[src/design/serial_frame_relay_pwm_controller_unit_macros.svh]
// ----------------------------------------------------------------------------
// Assertion macros for the serial frame relay PWM controller
// Concurrent checks clocked on clk_i and disabled while rst_ni is low.
// ----------------------------------------------------------------------------
`ifndef SERIAL_FRAME_RELAY_PWM_CONTROLLER_UNIT_MACROS_SVH
`define SERIAL_FRAME_RELAY_PWM_CONTROLLER_UNIT_MACROS_SVH

`ifndef ASSERT_OFF
// Same-cycle implication
`define SFR_ASSERT(lbl, ante, cons, msg) \
  lbl: assert property (@(posedge clk_i) disable iff (!rst_ni) (ante) |-> (cons)) \
    else $error(msg);
// Next-cycle implication
`define SFR_ASSERT_NXT(lbl, ante, cons, msg) \
  lbl: assert property (@(posedge clk_i) disable iff (!rst_ni) (ante) |=> (cons)) \
    else $error(msg);
`else
`define SFR_ASSERT(lbl, ante, cons, msg)
`define SFR_ASSERT_NXT(lbl, ante, cons, msg)
`endif

`endif

[src/design/sfr_pkg.sv]
// ----------------------------------------------------------------------------
// sfr_pkg
// Shared constants and types of the serial frame relay PWM controller.
// ----------------------------------------------------------------------------
package sfr_pkg;

  localparam int PAYLOAD_BYTES = 8;
  localparam int PAYLOAD_IDX_W = $clog2(PAYLOAD_BYTES);
  localparam int LEFT_W        = $clog2(PAYLOAD_BYTES + 1);

  localparam int QDEPTH = 2;
  localparam int QPTR_W = $clog2(QDEPTH);
  localparam int QCNT_W = $clog2(QDEPTH + 1);

  localparam int CFG_IDX_W  = 1;
  localparam int CFG_DATA_W = 16;

  localparam logic [CFG_IDX_W-1:0] CFG_TIMEOUT_RELOAD = 1'd0;
  localparam logic [CFG_IDX_W-1:0] CFG_DUTY_LIMIT     = 1'd1;

  localparam logic [7:0]  TIMEOUT_RELOAD_RST = 8'd20;
  localparam logic [15:0] DUTY_LIMIT_RST     = 16'd10000;
  localparam logic [7:0]  ACTIVITY_RST       = 8'd255;

  localparam logic       CMD_BYTE = 1'b0;
  localparam logic       CMD_TICK = 1'b1;
  localparam logic       CAUSE_FRAME   = 1'b0;
  localparam logic       CAUSE_TIMEOUT = 1'b1;

  localparam logic [7:0]  SYNC_BYTE  = 8'h55;
  localparam logic [15:0] CHECK_SEED = 16'd211;

  localparam logic [15:0] BIT_DIR       = 16'h0001;
  localparam logic [15:0] BIT_INTERLOCK = 16'h0004;
  localparam logic [15:0] BIT_PEDAL     = 16'h0008;
  localparam logic [15:0] BIT_PANEL     = 16'h0010;
  localparam logic [15:0] BIT_LIGHT_AI  = 16'h0020;
  localparam logic [15:0] BIT_DIMENS    = 16'h0040;
  localparam logic [15:0] BIT_TURN_AI   = 16'h0100;
  localparam logic [15:0] BIT_LEFT      = 16'h0200;
  localparam logic [15:0] BIT_RIGHT     = 16'h0400;
  localparam logic [15:0] BIT_BRAKE     = 16'h0800;
  localparam logic [15:0] TIMEOUT_RELAYS = BIT_LEFT | BIT_RIGHT | BIT_TURN_AI;

  typedef enum logic {
    PK_TICK  = 1'b0,
    PK_FRAME = 1'b1
  } pkt_kind_e;

  // One work item handed from the parser to the executor
  typedef struct packed {
    pkt_kind_e   kind;
    logic        remote;
    logic        light_dim;
    logic        light_left;
    logic        light_right;
    logic        release_lock;
    logic        brake_off;
    logic        speed_nz;
    logic        speed_neg;
    logic [16:0] mag;
  } pkt_t;

endpackage

[src/design/sfr_if.sv]
// ----------------------------------------------------------------------------
// sfr_in_if / sfr_out_if
// Valid/ready channels for received items and for result items.
// ----------------------------------------------------------------------------
interface sfr_in_if;
  logic       valid;
  logic       ready;
  logic       command;
  logic [7:0] rx_byte;

  modport source (output valid, output command, output rx_byte, input ready);
  modport sink   (input valid, input command, input rx_byte, output ready);
endinterface

interface sfr_out_if;
  logic        valid;
  logic        ready;
  logic [15:0] relay_word;
  logic [15:0] pwm_duty;
  logic        cause;

  modport source (output valid, output relay_word, output pwm_duty, output cause,
                  input ready);
  modport sink   (input valid, input relay_word, input pwm_duty, input cause,
                  output ready);
endinterface

[src/design/sfr_front.sv]
// ----------------------------------------------------------------------------
// sfr_front
// Frame parser: sync hunt, payload capture, running check, packet build.
// ----------------------------------------------------------------------------
`include "serial_frame_relay_pwm_controller_unit_macros.svh"

module sfr_front (
  input  logic          clk_i,
  input  logic          rst_ni,
  sfr_in_if.sink        in_i,
  input  logic          q_ready_i,
  output logic          push_o,
  output sfr_pkg::pkt_t pkt_o
);
  import sfr_pkg::*;

  localparam logic [1:0] PH_HUNT    = 2'd0;
  localparam logic [1:0] PH_PAYLOAD = 2'd1;
  localparam logic [1:0] PH_CHECK   = 2'd2;

  logic [1:0]        phase_q, phase_d;
  logic [7:0]        prev_q, prev_d;
  logic [LEFT_W-1:0] bytes_left_q, bytes_left_d;
  logic [15:0]       check_q, check_d;
  logic [7:0]        payload_q [PAYLOAD_BYTES];

  logic                     acc;
  logic                     pl_we;
  logic [PAYLOAD_IDX_W-1:0] pl_idx;
  logic [LEFT_W-1:0]        left_dec;
  logic [15:0]              byte_term;
  logic [15:0]              sum;
  logic [15:0]              mixed;
  logic [15:0]              speed;
  pkt_t                     frame_pkt;
  pkt_t                     tick_pkt;

  assign in_i.ready = q_ready_i;
  assign acc        = in_i.valid && q_ready_i;

  assign byte_term = 16'(in_i.rx_byte) * CHECK_SEED;
  assign sum       = check_q + byte_term;
  assign mixed     = sum ^ {8'h00, sum[15:8]};
  assign left_dec  = bytes_left_q - LEFT_W'(1);
  assign pl_idx    = PAYLOAD_IDX_W'(PAYLOAD_BYTES - 1) - left_dec[PAYLOAD_IDX_W-1:0];

  // Decode the finished payload into a packet
  assign speed = {payload_q[1], payload_q[0]};
  always_comb begin
    frame_pkt              = '0;
    frame_pkt.kind         = PK_FRAME;
    frame_pkt.remote       = payload_q[4][0];
    frame_pkt.light_dim    = payload_q[2][0];
    frame_pkt.light_right  = payload_q[2][1];
    frame_pkt.light_left   = payload_q[2][2];
    frame_pkt.brake_off    = payload_q[6][0];
    frame_pkt.release_lock = payload_q[6][1];
    frame_pkt.speed_nz     = (speed != 16'h0000);
    frame_pkt.speed_neg    = speed[15];
    frame_pkt.mag          = speed[15] ? (17'h10000 - {1'b0, speed}) : {1'b0, speed};
    tick_pkt               = '0;
    tick_pkt.kind          = PK_TICK;
  end

  always_comb begin
    phase_d      = phase_q;
    prev_d       = prev_q;
    bytes_left_d = bytes_left_q;
    check_d      = check_q;
    pl_we        = 1'b0;
    push_o       = 1'b0;
    pkt_o        = tick_pkt;
    if (acc) begin
      if (in_i.command == CMD_TICK) begin
        push_o = 1'b1;
      end else begin
        prev_d = in_i.rx_byte;
        unique case (phase_q)
          PH_HUNT: begin
            if (in_i.rx_byte == SYNC_BYTE && prev_q == SYNC_BYTE) begin
              phase_d      = PH_PAYLOAD;
              check_d      = CHECK_SEED;
              bytes_left_d = LEFT_W'(PAYLOAD_BYTES);
            end
          end
          PH_PAYLOAD: begin
            bytes_left_d = left_dec;
            pl_we        = 1'b1;
            check_d      = mixed;
            if (left_dec == '0) begin
              phase_d = PH_CHECK;
            end
          end
          PH_CHECK: begin
            if (in_i.rx_byte == check_q[7:0]) begin
              push_o = 1'b1;
              pkt_o  = frame_pkt;
            end
            phase_d = PH_HUNT;
          end
          default: begin
          end
        endcase
      end
    end
  end

  always_ff @(posedge clk_i or negedge rst_ni) begin
    if (!rst_ni) begin
      phase_q      <= PH_HUNT;
      prev_q       <= '0;
      bytes_left_q <= '0;
      check_q      <= '0;
    end else begin
      phase_q      <= phase_d;
      prev_q       <= prev_d;
      bytes_left_q <= bytes_left_d;
      check_q      <= check_d;
    end
  end

  always_ff @(posedge clk_i) begin
    if (pl_we) begin
      payload_q[pl_idx] <= in_i.rx_byte;
    end
  end

  `SFR_ASSERT(a_left_range, phase_q == PH_PAYLOAD, (bytes_left_q != '0) && (bytes_left_q <= LEFT_W'(PAYLOAD_BYTES)), "payload count out of range")

endmodule

[src/design/sfr_queue.sv]
// ----------------------------------------------------------------------------
// sfr_queue
// Short packet queue between parser and executor.
// ----------------------------------------------------------------------------
`include "serial_frame_relay_pwm_controller_unit_macros.svh"

module sfr_queue (
  input  logic          clk_i,
  input  logic          rst_ni,
  input  logic          push_i,
  input  sfr_pkg::pkt_t pkt_i,
  output logic          ready_o,
  output logic          valid_o,
  output sfr_pkg::pkt_t pkt_o,
  input  logic          pop_i
);
  import sfr_pkg::*;

  pkt_t              entry_q [QDEPTH];
  logic [QPTR_W-1:0] wr_q, wr_d;
  logic [QPTR_W-1:0] rd_q, rd_d;
  logic [QCNT_W-1:0] count_q, count_d;
  logic              do_push;
  logic              do_pop;

  assign ready_o = (count_q != QCNT_W'(QDEPTH));
  assign valid_o = (count_q != '0);
  assign pkt_o   = entry_q[rd_q];
  assign do_push = push_i && ready_o;
  assign do_pop  = pop_i && valid_o;

  always_comb begin
    wr_d    = do_push ? wr_q + QPTR_W'(1) : wr_q;
    rd_d    = do_pop ? rd_q + QPTR_W'(1) : rd_q;
    count_d = count_q + QCNT_W'(do_push) - QCNT_W'(do_pop);
  end

  always_ff @(posedge clk_i or negedge rst_ni) begin
    if (!rst_ni) begin
      wr_q    <= '0;
      rd_q    <= '0;
      count_q <= '0;
    end else begin
      wr_q    <= wr_d;
      rd_q    <= rd_d;
      count_q <= count_d;
    end
  end

  always_ff @(posedge clk_i) begin
    if (do_push) begin
      entry_q[wr_q] <= pkt_i;
    end
  end

  `SFR_ASSERT(a_count_range, 1'b1, count_q <= QCNT_W'(QDEPTH), "queue count overflow")

endmodule

[src/design/sfr_back.sv]
// ----------------------------------------------------------------------------
// sfr_back
// Executor: activity counter, relay mask, duty saturation, result register.
// ----------------------------------------------------------------------------
`include "serial_frame_relay_pwm_controller_unit_macros.svh"

module sfr_back (
  input  logic          clk_i,
  input  logic          rst_ni,
  input  logic [7:0]    timeout_reload_i,
  input  logic [15:0]   duty_limit_i,
  input  logic          q_valid_i,
  input  sfr_pkg::pkt_t q_pkt_i,
  output logic          q_pop_o,
  sfr_out_if.source     out_o
);
  import sfr_pkg::*;

  logic [7:0]  cnt_q, cnt_d;
  logic [15:0] mask_q, mask_d;
  logic        ovalid_q, ovalid_d;
  logic [15:0] relay_q, relay_d;
  logic [15:0] duty_q, duty_d;
  logic        cause_q, cause_d;
  logic [15:0] m;
  logic [15:0] sat;

  assign q_pop_o = q_valid_i && (!ovalid_q || out_o.ready);
  assign sat     = (q_pkt_i.mag > {1'b0, duty_limit_i}) ? duty_limit_i : q_pkt_i.mag[15:0];

  // Remote-mode mask update, in the order the bits are decided
  always_comb begin
    m = mask_q | BIT_PEDAL | BIT_PANEL | BIT_LIGHT_AI | BIT_TURN_AI;
    m = q_pkt_i.light_dim   ? (m | BIT_DIMENS) : (m & ~BIT_DIMENS);
    m = q_pkt_i.light_left  ? (m | BIT_LEFT)   : (m & ~BIT_LEFT);
    m = q_pkt_i.light_right ? (m | BIT_RIGHT)  : (m & ~BIT_RIGHT);
    if (q_pkt_i.speed_nz) begin
      m = m | BIT_INTERLOCK;
    end
    if (q_pkt_i.release_lock) begin
      m = m & ~BIT_INTERLOCK;
    end
    m = q_pkt_i.brake_off ? (m & ~BIT_BRAKE) : (m | BIT_BRAKE);
    m = (q_pkt_i.speed_nz && !q_pkt_i.speed_neg) ? (m | BIT_DIR) : (m & ~BIT_DIR);
  end

  always_comb begin
    cnt_d    = cnt_q;
    mask_d   = mask_q;
    ovalid_d = ovalid_q && !out_o.ready;
    relay_d  = relay_q;
    duty_d   = duty_q;
    cause_d  = cause_q;
    if (q_pop_o) begin
      unique case (q_pkt_i.kind)
        PK_TICK: begin
          if (cnt_q != '0) begin
            cnt_d = cnt_q - 8'd1;
          end else begin
            ovalid_d = 1'b1;
            relay_d  = TIMEOUT_RELAYS;
            duty_d   = '0;
            cause_d  = CAUSE_TIMEOUT;
          end
        end
        PK_FRAME: begin
          cnt_d    = timeout_reload_i;
          ovalid_d = 1'b1;
          cause_d  = CAUSE_FRAME;
          if (q_pkt_i.remote) begin
            mask_d  = m;
            relay_d = m;
            duty_d  = q_pkt_i.speed_nz ? sat : 16'h0000;
          end else begin
            mask_d  = '0;
            relay_d = '0;
            duty_d  = '0;
          end
        end
        default: begin
        end
      endcase
    end
  end

  always_ff @(posedge clk_i or negedge rst_ni) begin
    if (!rst_ni) begin
      cnt_q    <= ACTIVITY_RST;
      mask_q   <= '0;
      ovalid_q <= 1'b0;
    end else begin
      cnt_q    <= cnt_d;
      mask_q   <= mask_d;
      ovalid_q <= ovalid_d;
    end
  end

  always_ff @(posedge clk_i) begin
    relay_q <= relay_d;
    duty_q  <= duty_d;
    cause_q <= cause_d;
  end

  assign out_o.valid      = ovalid_q;
  assign out_o.relay_word = relay_q;
  assign out_o.pwm_duty   = duty_q;
  assign out_o.cause      = cause_q;

  `SFR_ASSERT(a_timeout_pattern, ovalid_q && (cause_q == CAUSE_TIMEOUT), (relay_q == TIMEOUT_RELAYS) && (duty_q == 16'h0000), "bad fallback result")
  `SFR_ASSERT(a_duty_limit, ovalid_q, duty_q <= duty_limit_i, "duty above limit")
  `SFR_ASSERT_NXT(a_tick_dec, q_pop_o && (q_pkt_i.kind == PK_TICK) && (cnt_q != '0), (cnt_q == $past(cnt_q) - 8'd1) && (mask_q == $past(mask_q)), "tick did not count down")

endmodule

[src/design/serial_frame_relay_pwm_controller_unit.sv]
// ----------------------------------------------------------------------------
// serial_frame_relay_pwm_controller_unit
// Serial command frame parser driving a relay pattern and a motor PWM duty.
// ----------------------------------------------------------------------------
// Each input beat is either a received serial byte or a timer tick, and the
// block takes one beat every clock cycle as long as its two-entry internal
// queue has room; with the result side taking beats freely it never stalls.
// A frame is two 0x55 sync bytes, eight little-endian payload bytes (signed
// speed, light word, system words A and B) and a check byte. The parser
// (front) folds each payload byte into a 16-bit check seeded with 211 and,
// on a matching check byte, hands a decoded packet to the executor (back);
// ticks are forwarded as packets too. The executor owns the activity counter
// and relay mask, and writes one result beat into an output register: with
// an empty queue and a free output register, a frame result passes from the
// queue entry into the output register once its check byte is accepted, and
// leaves from there. A fallback result (hazard lights, zero duty) comes for
// every tick that finds the counter at zero, by the same path. Ticks with
// a nonzero counter only count down and give no beat. Configuration writes
// (index 0: timeout reload, index 1: duty limit) take effect on the next
// clock and are meant for idle periods only.
// ----------------------------------------------------------------------------
module serial_frame_relay_pwm_controller_unit (
  input  logic                            clk_i,
  input  logic                            rst_ni,
  sfr_in_if.sink                          in_i,
  sfr_out_if.source                       out_o,
  input  logic                            cfg_we_i,
  input  logic [sfr_pkg::CFG_IDX_W-1:0]   cfg_idx_i,
  input  logic [sfr_pkg::CFG_DATA_W-1:0]  cfg_data_i
);
  import sfr_pkg::*;

  // Configuration registers
  logic [7:0]  timeout_reload_q, timeout_reload_d;
  logic [15:0] duty_limit_q, duty_limit_d;

  // Front to queue, queue to back
  logic q_ready;
  logic push;
  pkt_t push_pkt;
  logic q_valid;
  pkt_t q_pkt;
  logic q_pop;

  // Decode the register index and hold everything else
  always_comb begin
    timeout_reload_d = timeout_reload_q;
    duty_limit_d     = duty_limit_q;
    if (cfg_we_i) begin
      unique case (cfg_idx_i)
        CFG_TIMEOUT_RELOAD: timeout_reload_d = cfg_data_i[7:0];
        CFG_DUTY_LIMIT:     duty_limit_d     = cfg_data_i;
        default: begin
        end
      endcase
    end
  end

  always_ff @(posedge clk_i or negedge rst_ni) begin
    if (!rst_ni) begin
      timeout_reload_q <= TIMEOUT_RELOAD_RST;
      duty_limit_q     <= DUTY_LIMIT_RST;
    end else begin
      timeout_reload_q <= timeout_reload_d;
      duty_limit_q     <= duty_limit_d;
    end
  end

  // Parse bytes, check frames, forward ticks
  sfr_front u_front (
    .clk_i     (clk_i),
    .rst_ni    (rst_ni),
    .in_i      (in_i),
    .q_ready_i (q_ready),
    .push_o    (push),
    .pkt_o     (push_pkt)
  );

  // Decouple parser from executor so either side can stall alone
  sfr_queue u_queue (
    .clk_i   (clk_i),
    .rst_ni  (rst_ni),
    .push_i  (push),
    .pkt_i   (push_pkt),
    .ready_o (q_ready),
    .valid_o (q_valid),
    .pkt_o   (q_pkt),
    .pop_i   (q_pop)
  );

  // Apply packets to the counter and mask, register the result beat
  sfr_back u_back (
    .clk_i            (clk_i),
    .rst_ni           (rst_ni),
    .timeout_reload_i (timeout_reload_q),
    .duty_limit_i     (duty_limit_q),
    .q_valid_i        (q_valid),
    .q_pkt_i          (q_pkt),
    .q_pop_o          (q_pop),
    .out_o            (out_o)
  );

endmodule

[src/flat_wrapper.sv]
// flat-port wrapper written by rule: the top's interface ports become plain ports
module serial_frame_relay_pwm_controller_unit_flat import sfr_pkg::*;
  (clk_i, rst_ni, cfg_we_i, cfg_idx_i, cfg_data_i, in_i_valid, in_i_command, in_i_rx_byte, in_i_ready, out_o_valid, out_o_relay_word, out_o_pwm_duty, out_o_cause, out_o_ready);
  sfr_in_if in_i_i ();
  sfr_out_if out_o_i ();
  input  logic clk_i;
  input  logic rst_ni;
  input  logic cfg_we_i;
  input  logic [sfr_pkg::CFG_IDX_W-1:0] cfg_idx_i;
  input  logic [sfr_pkg::CFG_DATA_W-1:0] cfg_data_i;
  input wire logic [$bits(in_i_i.valid)-1:0] in_i_valid;
  input wire logic [$bits(in_i_i.command)-1:0] in_i_command;
  input wire logic [$bits(in_i_i.rx_byte)-1:0] in_i_rx_byte;
  output wire logic [$bits(in_i_i.ready)-1:0] in_i_ready;
  output wire logic [$bits(out_o_i.valid)-1:0] out_o_valid;
  output wire logic [$bits(out_o_i.relay_word)-1:0] out_o_relay_word;
  output wire logic [$bits(out_o_i.pwm_duty)-1:0] out_o_pwm_duty;
  output wire logic [$bits(out_o_i.cause)-1:0] out_o_cause;
  input wire logic [$bits(out_o_i.ready)-1:0] out_o_ready;
  assign in_i_i.valid = in_i_valid;
  assign in_i_i.command = in_i_command;
  assign in_i_i.rx_byte = in_i_rx_byte;
  assign in_i_ready = in_i_i.ready;
  assign out_o_valid = out_o_i.valid;
  assign out_o_relay_word = out_o_i.relay_word;
  assign out_o_pwm_duty = out_o_i.pwm_duty;
  assign out_o_cause = out_o_i.cause;
  assign out_o_i.ready = out_o_ready;
  serial_frame_relay_pwm_controller_unit u_core (.clk_i(clk_i), .rst_ni(rst_ni), .in_i(in_i_i), .out_o(out_o_i), .cfg_we_i(cfg_we_i), .cfg_idx_i(cfg_idx_i), .cfg_data_i(cfg_data_i));
endmodule
[config.mk]
export PLATFORM = sky130hd
export DESIGN_NAME = serial_frame_relay_pwm_controller_unit_flat
export DESIGN_NICKNAME = d
export VERILOG_FILES = /design/src/design/sfr_pkg.sv /design/src/design/sfr_if.sv /design/src/design/sfr_front.sv /design/src/design/sfr_queue.sv /design/src/design/sfr_back.sv /design/src/design/serial_frame_relay_pwm_controller_unit.sv /design/src/flat_wrapper.sv
export VERILOG_INCLUDE_DIRS = /design/src /design/src/design
export SDC_FILE = /design/constraint.sdc
export NUM_CORES = 1
export LEC_CHECK = 0
export ABC_AREA = 1
export BUFFER_PORTS_ARGS = -buffer_cell sky130_fd_sc_hd__buf_2
export CORE_AREA = 2 2 136 138
export CTS_CLUSTER_DIAMETER = 100
export DETAILED_ROUTE_END_ITERATION = 7
export DIE_AREA = 0 0 138 140
export GPL_ROUTABILITY_DRIVEN = 0
export PLACE_DENSITY = 0.77
export SLEW_MARGIN = 10
export SYNTH_ARGS = -nofsm -noshare
export SYNTH_HDL_FRONTEND = slang
export SYNTH_SLANG_ARGS = --single-unit
[constraint.sdc]
create_clock -name clk_i -period 4.2 [get_ports clk_i]
set_input_delay 0.84 -clock clk_i [delete_from_list [all_inputs] [get_ports clk_i]]
set_output_delay 0.84 -clock clk_i [all_outputs]
set_load 0.02 [all_outputs]
* Yosys cells after proc, flatten, opt, wreduce, memory -nomap -nowiden *
Memories as Yosys holds them, arrays and structs flattened.
Index checks and enable logic that the tools add are counted.

storage, ports and cells
  memories = 2
  register bits after elaboration = 116
  logic and storage cells = 113
  output and inout bits = 35
  input port bits = 31
  memory bits (writable) = 116

cells by class
  equality and inequality tests = 10
  order comparisons = 1
  $mul = 1
  reductions and logical operators = 26
  add/subtract/negate cells = 9
  bitwise operators = 4
  mux-type cells = 45

memory list
  memory                    words  bits a word  rd ports  clocked after Yosys merged registers in  wr ports  RTL line         RTL
  u_core.u_front.payload_q  8      8            5         0                                        1         sfr_front.sv:25  logic [7:0] payload_q [PAYLOAD_BYTES];
  u_core.u_queue.entry_q    2      26           1         0                                        1         sfr_queue.sv:19  pkt_t entry_q [QDEPTH];

operators with widths
  kind                                                 count
  2-to-1 mux 16 bit                                    7
  2-to-1 mux 26 bit                                    4
  case mux 16 bit (2 select lines)                     3
  > comparator 17 x 16 -> 1 bit                        1
  2-to-1 mux 17 bit                                    1
  subtractor 17 x 16 -> 17 bit, first input constant   1
  adder 16 bit                                         1
  equality test 8 x 7 -> 1 bit, second input constant  2
  multiplier 8 x 8 -> 16 bit, second input constant    1
  case mux 8 bit (2 select lines)                      1
  nonzero test 16 bit                                  1
  bitwise XOR 16 x 8 -> 16 bit                         1
  2-to-1 mux 1 bit                                     15
  2-to-1 mux 12 bit                                    1
  AND reduction 2 bit                                  6
  2-to-1 mux 11 bit                                    1
  2-to-1 mux 10 bit                                    1
  inequality test 2 bit, second input constant         5
  equality test 8 bit                                  1
  2-to-1 mux 8 bit                                     1
  case mux 4 bit (2 select lines)                      1
  nonzero test 8 bit                                   1
  subtractor 8 x 1 -> 8 bit, second input constant     1
  logical AND 1 bit                                    7
  22 further kinds                                     31

* Depth between registers and ports, before layout *
An unclocked memory read counts as a cell.

  word-level depth = 9
  depth in mapped cells = 21
  gate-level depth less buffers = 21

* By module *
From an unflattened synthesis, not the netlist that was laid out.

second synthesis, totals
  cell total of the unflattened synthesis = 1224
  area, all modules = 10797.9 sq um

modules (own cells, without submodules)
  module                                  times used  area an instance (sq um)  cells an instance  sequential area each (sq um)
  sfr_front                               1           4800.9                    632                1411.4
  sfr_back                                1           2854.0                    320                1341.3
  sfr_queue                               1           2147.1                    167                1661.6
  serial_frame_relay_pwm_controller_unit  1           996.0                     105                609.3

* Worst setup path after synthesis *
OpenSTA, ideal clock, no wires.

  path kind = input to register
  start point = input port in_i_rx_byte[3]
  end point = register u_core.u_front.check_q[3]
  arrival time = 3.850 ns
  stages = 19
  library setup time = 0.126 ns
  setup slack = 0.223 ns
  path buffers = 0
  path through = inv_1 -> ha_1 -> inv_1 -> fa_1 -> fa_1 -> inv_1 -> fa_1 -> inv_1 -> ha_1 -> nand2_1 -> inv_1 -> nand2_1 -> nand2_1 -> inv_1 -> nand2_1 -> xnor2_1 -> nand2_1 -> nand2_1 -> o21ai_0

between the ends
  longest elaborated chain between the ends = 4
  elaborated cells between the ends (all ways) = 8

RTL lines
  item                                                                        RTL line                          RTL
  start, declared                                                             flat_wrapper.sv:13                input wire logic [$bits(in_i_i.rx_byte)-1:0] in_i_rx_byte;
  multiplier 8 x 8 -> 16 bit or equality test 8 x 7 -> 1 bit (tied branches)  sfr_front.sv:41, sfr_front.sv:80
  adder 16 bit or logical AND 1 bit (tied branches)                           sfr_front.sv:42, sfr_front.sv:80
  bitwise XOR 16 x 8 -> 16 bit or inequality test 2 bit (tied branches)       --
  case mux 16 bit (2 select lines) or AND reduction 4 bit (tied branches)     --
  end signal, assigned                                                        sfr_front.sv:118                  check_q <= check_d;
  end, declared                                                               sfr_front.sv:24                   logic [15:0] check_q, check_d;

Several ways; a longest one is shown, not always the timed one.
A chain may end at the register's enable or synchronous reset.

* Final worst setup path *
  start point = input port in_i_rx_byte[2]
  end point = register u_core.u_front.check_q[7]

The elaborated chain is that of the path after synthesis.

==> metrics.md <==
| Metric | Value |
|---|---|
| Fin util | 0.660 |
| Final hold violation count | 0 |
| Syn_area_per_cell | 8.97 um^2 |
| First-pass GRT wire length | 36,400 um |
| Initial Utilization | 0.584 |
| Sequential share of power | 0.364 |
| Clk root buf | clkbuf_16 |
| Final slew viol count | 0 |
| Comb pwr share | 0.403 |
| Setup Skew | ~14 ps |
| Clock-pin slew on the worst setup and hold paths | 70 ps |
| Tmin final | about 3900 ps |
| DR pass1 iterations | 6 |
| DR vias | just under 8,000 |
| Area grow syn2layout | 13.1% |
| WP data arrival | between 4000 and 5000 ps |
| Post-synth top area cell | edfxtp_1 |
| Clock share of power | 0.233 |
| GR Overflow Total | 0 |
| Storage cell area | 0.00502 mm^2 |
| Sw power | 2610 uW |
| Async set-reset flop share out of synthesis | 0.413 |
| Yosys reg bits | 179 |
| Largest cells by area after synthesis | edfxtp_1 30%, dfrtp_1 14%, nand2_1 10%, ha_1 9.2%, inv_1 7.3% |
| Layout cell share with drive strength beyond 1 | 0.141 |
| Peak supply drop | 0.428 mV |
| Initial DRC count | 511 |
| Worst EP required | 4530 ps |
| Inserted Diodes | 0 |
| I/O Buffers | 65 |
| Total Power | between 6000 and 7000 uW |
| R2R cell count | 16 |
| Power Density | roughly 570 mW/mm^2 |
| Remaining antenna violation count | 0 |
| Clk Latency, worst-skew pair | 440 ps |
| Slew margin rel. | 0.311 |
| Worst setup EP type | register |
| Die X | between 100 and 150 um |
| Peak fanout along the critical path | 4 |
| Post-Syn Area | 0.0104 mm^2 |
| # Max-Cap Violations | 0 |
| Clock sinks | around 180 |
| Leak | about 0.0058 uW |
| Core area | 0.0178 mm^2 |
| Setup-failing EPs final | 0 |
| Status | finished, final reports clean |
| Final WL | 21,900 um |
| Postcts setup bufs | 0 |
| CTS Buf Count | 17 |
| Hold Path Stages | 2 |
| Ys flop type | edfxtp_1 |
| Area of the multi-input gates | between 0.004 and 0.005 mm^2 |
| Fin Setup TNS | 0 ps |
| Crit path kind | in -> reg |
| Fill cells | 1,398 |
| Internal | 4120 uW |
| Post-DP HPWL | 15,900 um |
| Distinct cell type count after synthesis | 50 |
| Die height | 140 um |
| Via density per instance | 5.18 |
| Sw Ratio | 0.388 |
| Final Cycle Share | 0.928 |
| RSZ-0062 raised after global routing | false |
| Post-synth EDFFs | 105 |
| Top cells by count, synth | 283 x nand2_1, 202 x inv_1, 106 x nor2_1 |
| DRC | 0 |
| Clock Tree Buf Depth | 2 |
| Placed cell areas | 0.0111 mm^2 |
| Post-CTS Hold Fix Bufs | 0 |
| Num rows | 49 |
| Mapped Cells | around 1,200 |
| Worst slew pin tran | 1030 ps |
| CTS tree | built |
| WHS | 482 ps |
| WL/cell | 14.6 um |
| Class of the worst hold path | reg -> reg |
| Synth warn | 0 |
| Largest net degree at the start of global routing | 75 |
| Initial antenna violation count | 0 |
| Resized Gates After CTS | 0 |
| Die Footprint | 0.0193 mm^2 |
| Io pins | 66 |
| CTS H-tree depth | 4 |
| Max Fclk | 257 MHz |
| Final Instance Area | 0.0117 mm^2 |
| Share of the synthesized area in the top cell type | 0.304 |
| Number of global-route vias before repair | between 7,000 and 8,000 |
| CP Launch Type | input pin |
| Register area share after synthesis | 0.484 |
| Nets | 1,385 |
| Most frequent cell after synthesis | nand2_1 |
| Total Routing Usage GR | 0.236 |
## kinds of logic after synthesis
family	count (synthesis)	share of synthesized area
flip-flops	179	0.484
multiplexers	1	0.000965
AND/OR/NAND/NOR	507	0.205
other	1	0.000361
buffers and inverters	235	0.0892
adder cells (fa/ha/maj)	102	0.142
XOR/XNOR	19	0.0160
AO/OA/AOI/OAI	113	0.0623
## power groups by stage
stage	Combinational [uW]	Sequential [uW]	Clock (uW)
after floorplan	1810	2660	0
after global placement	2610	2470	0
after detailed placement	2700	2480	0
after CTS	2720	2450	1590
after global routing	3060	2480	1670
final	2710	2450	1570
## registers in the layout, summed over array words and instances (netlist names), 2 cells and up
signal and flops:
u_core.u_queue.entry_q 52, u_core.u_front.payload_q 22, u_core.duty_limit_q 16, u_core.u_back.out_o.pwm_duty 16, u_core.u_front.check_q 16, u_core.u_back.out_o.relay_word 14
u_core.timeout_reload_q 8, u_core.u_back.cnt_q 8, u_core.u_front.prev_q 8, u_core.u_back.mask_q 7, u_core.u_front.bytes_left_q 4, u_core.u_front.phase_q 2
u_core.u_queue.count_q 2
## path summary, 6_finish.rpt
path                                       startpoint                    endpoint  slack, ps
max                                   in_i_rx_byte[2]   u_core.u_front.check_q[7]        300
min                        u_core.u_front.check_q[14]  u_core.u_front.check_q[14]        480
max reg2reg                 u_core.u_front.check_q[7]   u_core.u_front.check_q[7]        540
min reg2reg                u_core.u_front.check_q[14]  u_core.u_front.check_q[14]        480
max in group asynchronous                      rst_ni    u_core.u_front.prev_q[7]       2940
min in group asynchronous                      rst_ni      u_core.duty_limit_q[0]        570
## final cells by class
cell class	instances	share of cell area
inverters	206	0.0663
clock buffers	23	0.0427
multi-input cells	744	0.378
clock inverters	9	0.00736
repair buffers	104	0.0529
flip-flops and latches	179	0.428
well taps	229	0.0244
## stage by stage
| stage | cells | setup slack [ps] |
|---|---|---|
| 2_1_floorplan | 1158 | 223 |
| 3_3_place_gp | 1462 | -20.1 |
| 3_5_place_dp | 1462 | -125 |
| 4_1_cts | 1494 | 341 |
| 5_1_grt | 1494 | 44.8 |
| 6_report | 1494 | 304 |
## layer usage
metal  track usage  wire length, um  vias to the layer above
met3        0.0417              895                       30
met1         0.289             9260                     3601
met5             0                0                        -
met2         0.415            11200                      219
li1              -                -                     3891
met4        0.0956              510                        0
## cells in the final DEF (no fill, tap or decap), types with 18 or more instances in the layout
cell	netlist	routed
buf_2	7	64
fa_1	26	26
edfxtp_1	105	105
o21ai_0	42	42
nor2_1	106	105
inv_1	202	202
nand2_1	283	283
clkbuf_16	0	18
dfrtp_1	59	59
a21oi_1	44	44
buf_4	4	40
nand3_1	63	63
ha_1	76	76
## critical path, stage by stage
cell and delay, ps:
buf_2 130, ha_1 280, inv_1 60, fa_1 500, inv_1 50, fa_1 530
inv_1 60, fa_1 530, inv_1 40, ha_1 340, nand2_1 130, nor2_1 160
nand3_1 130, nand3_1 110, nand2_1 80, nand3b_1 90, nand3_1 70, nand2_1 60
inv_1 40
(Power assumes the default switching activity.)
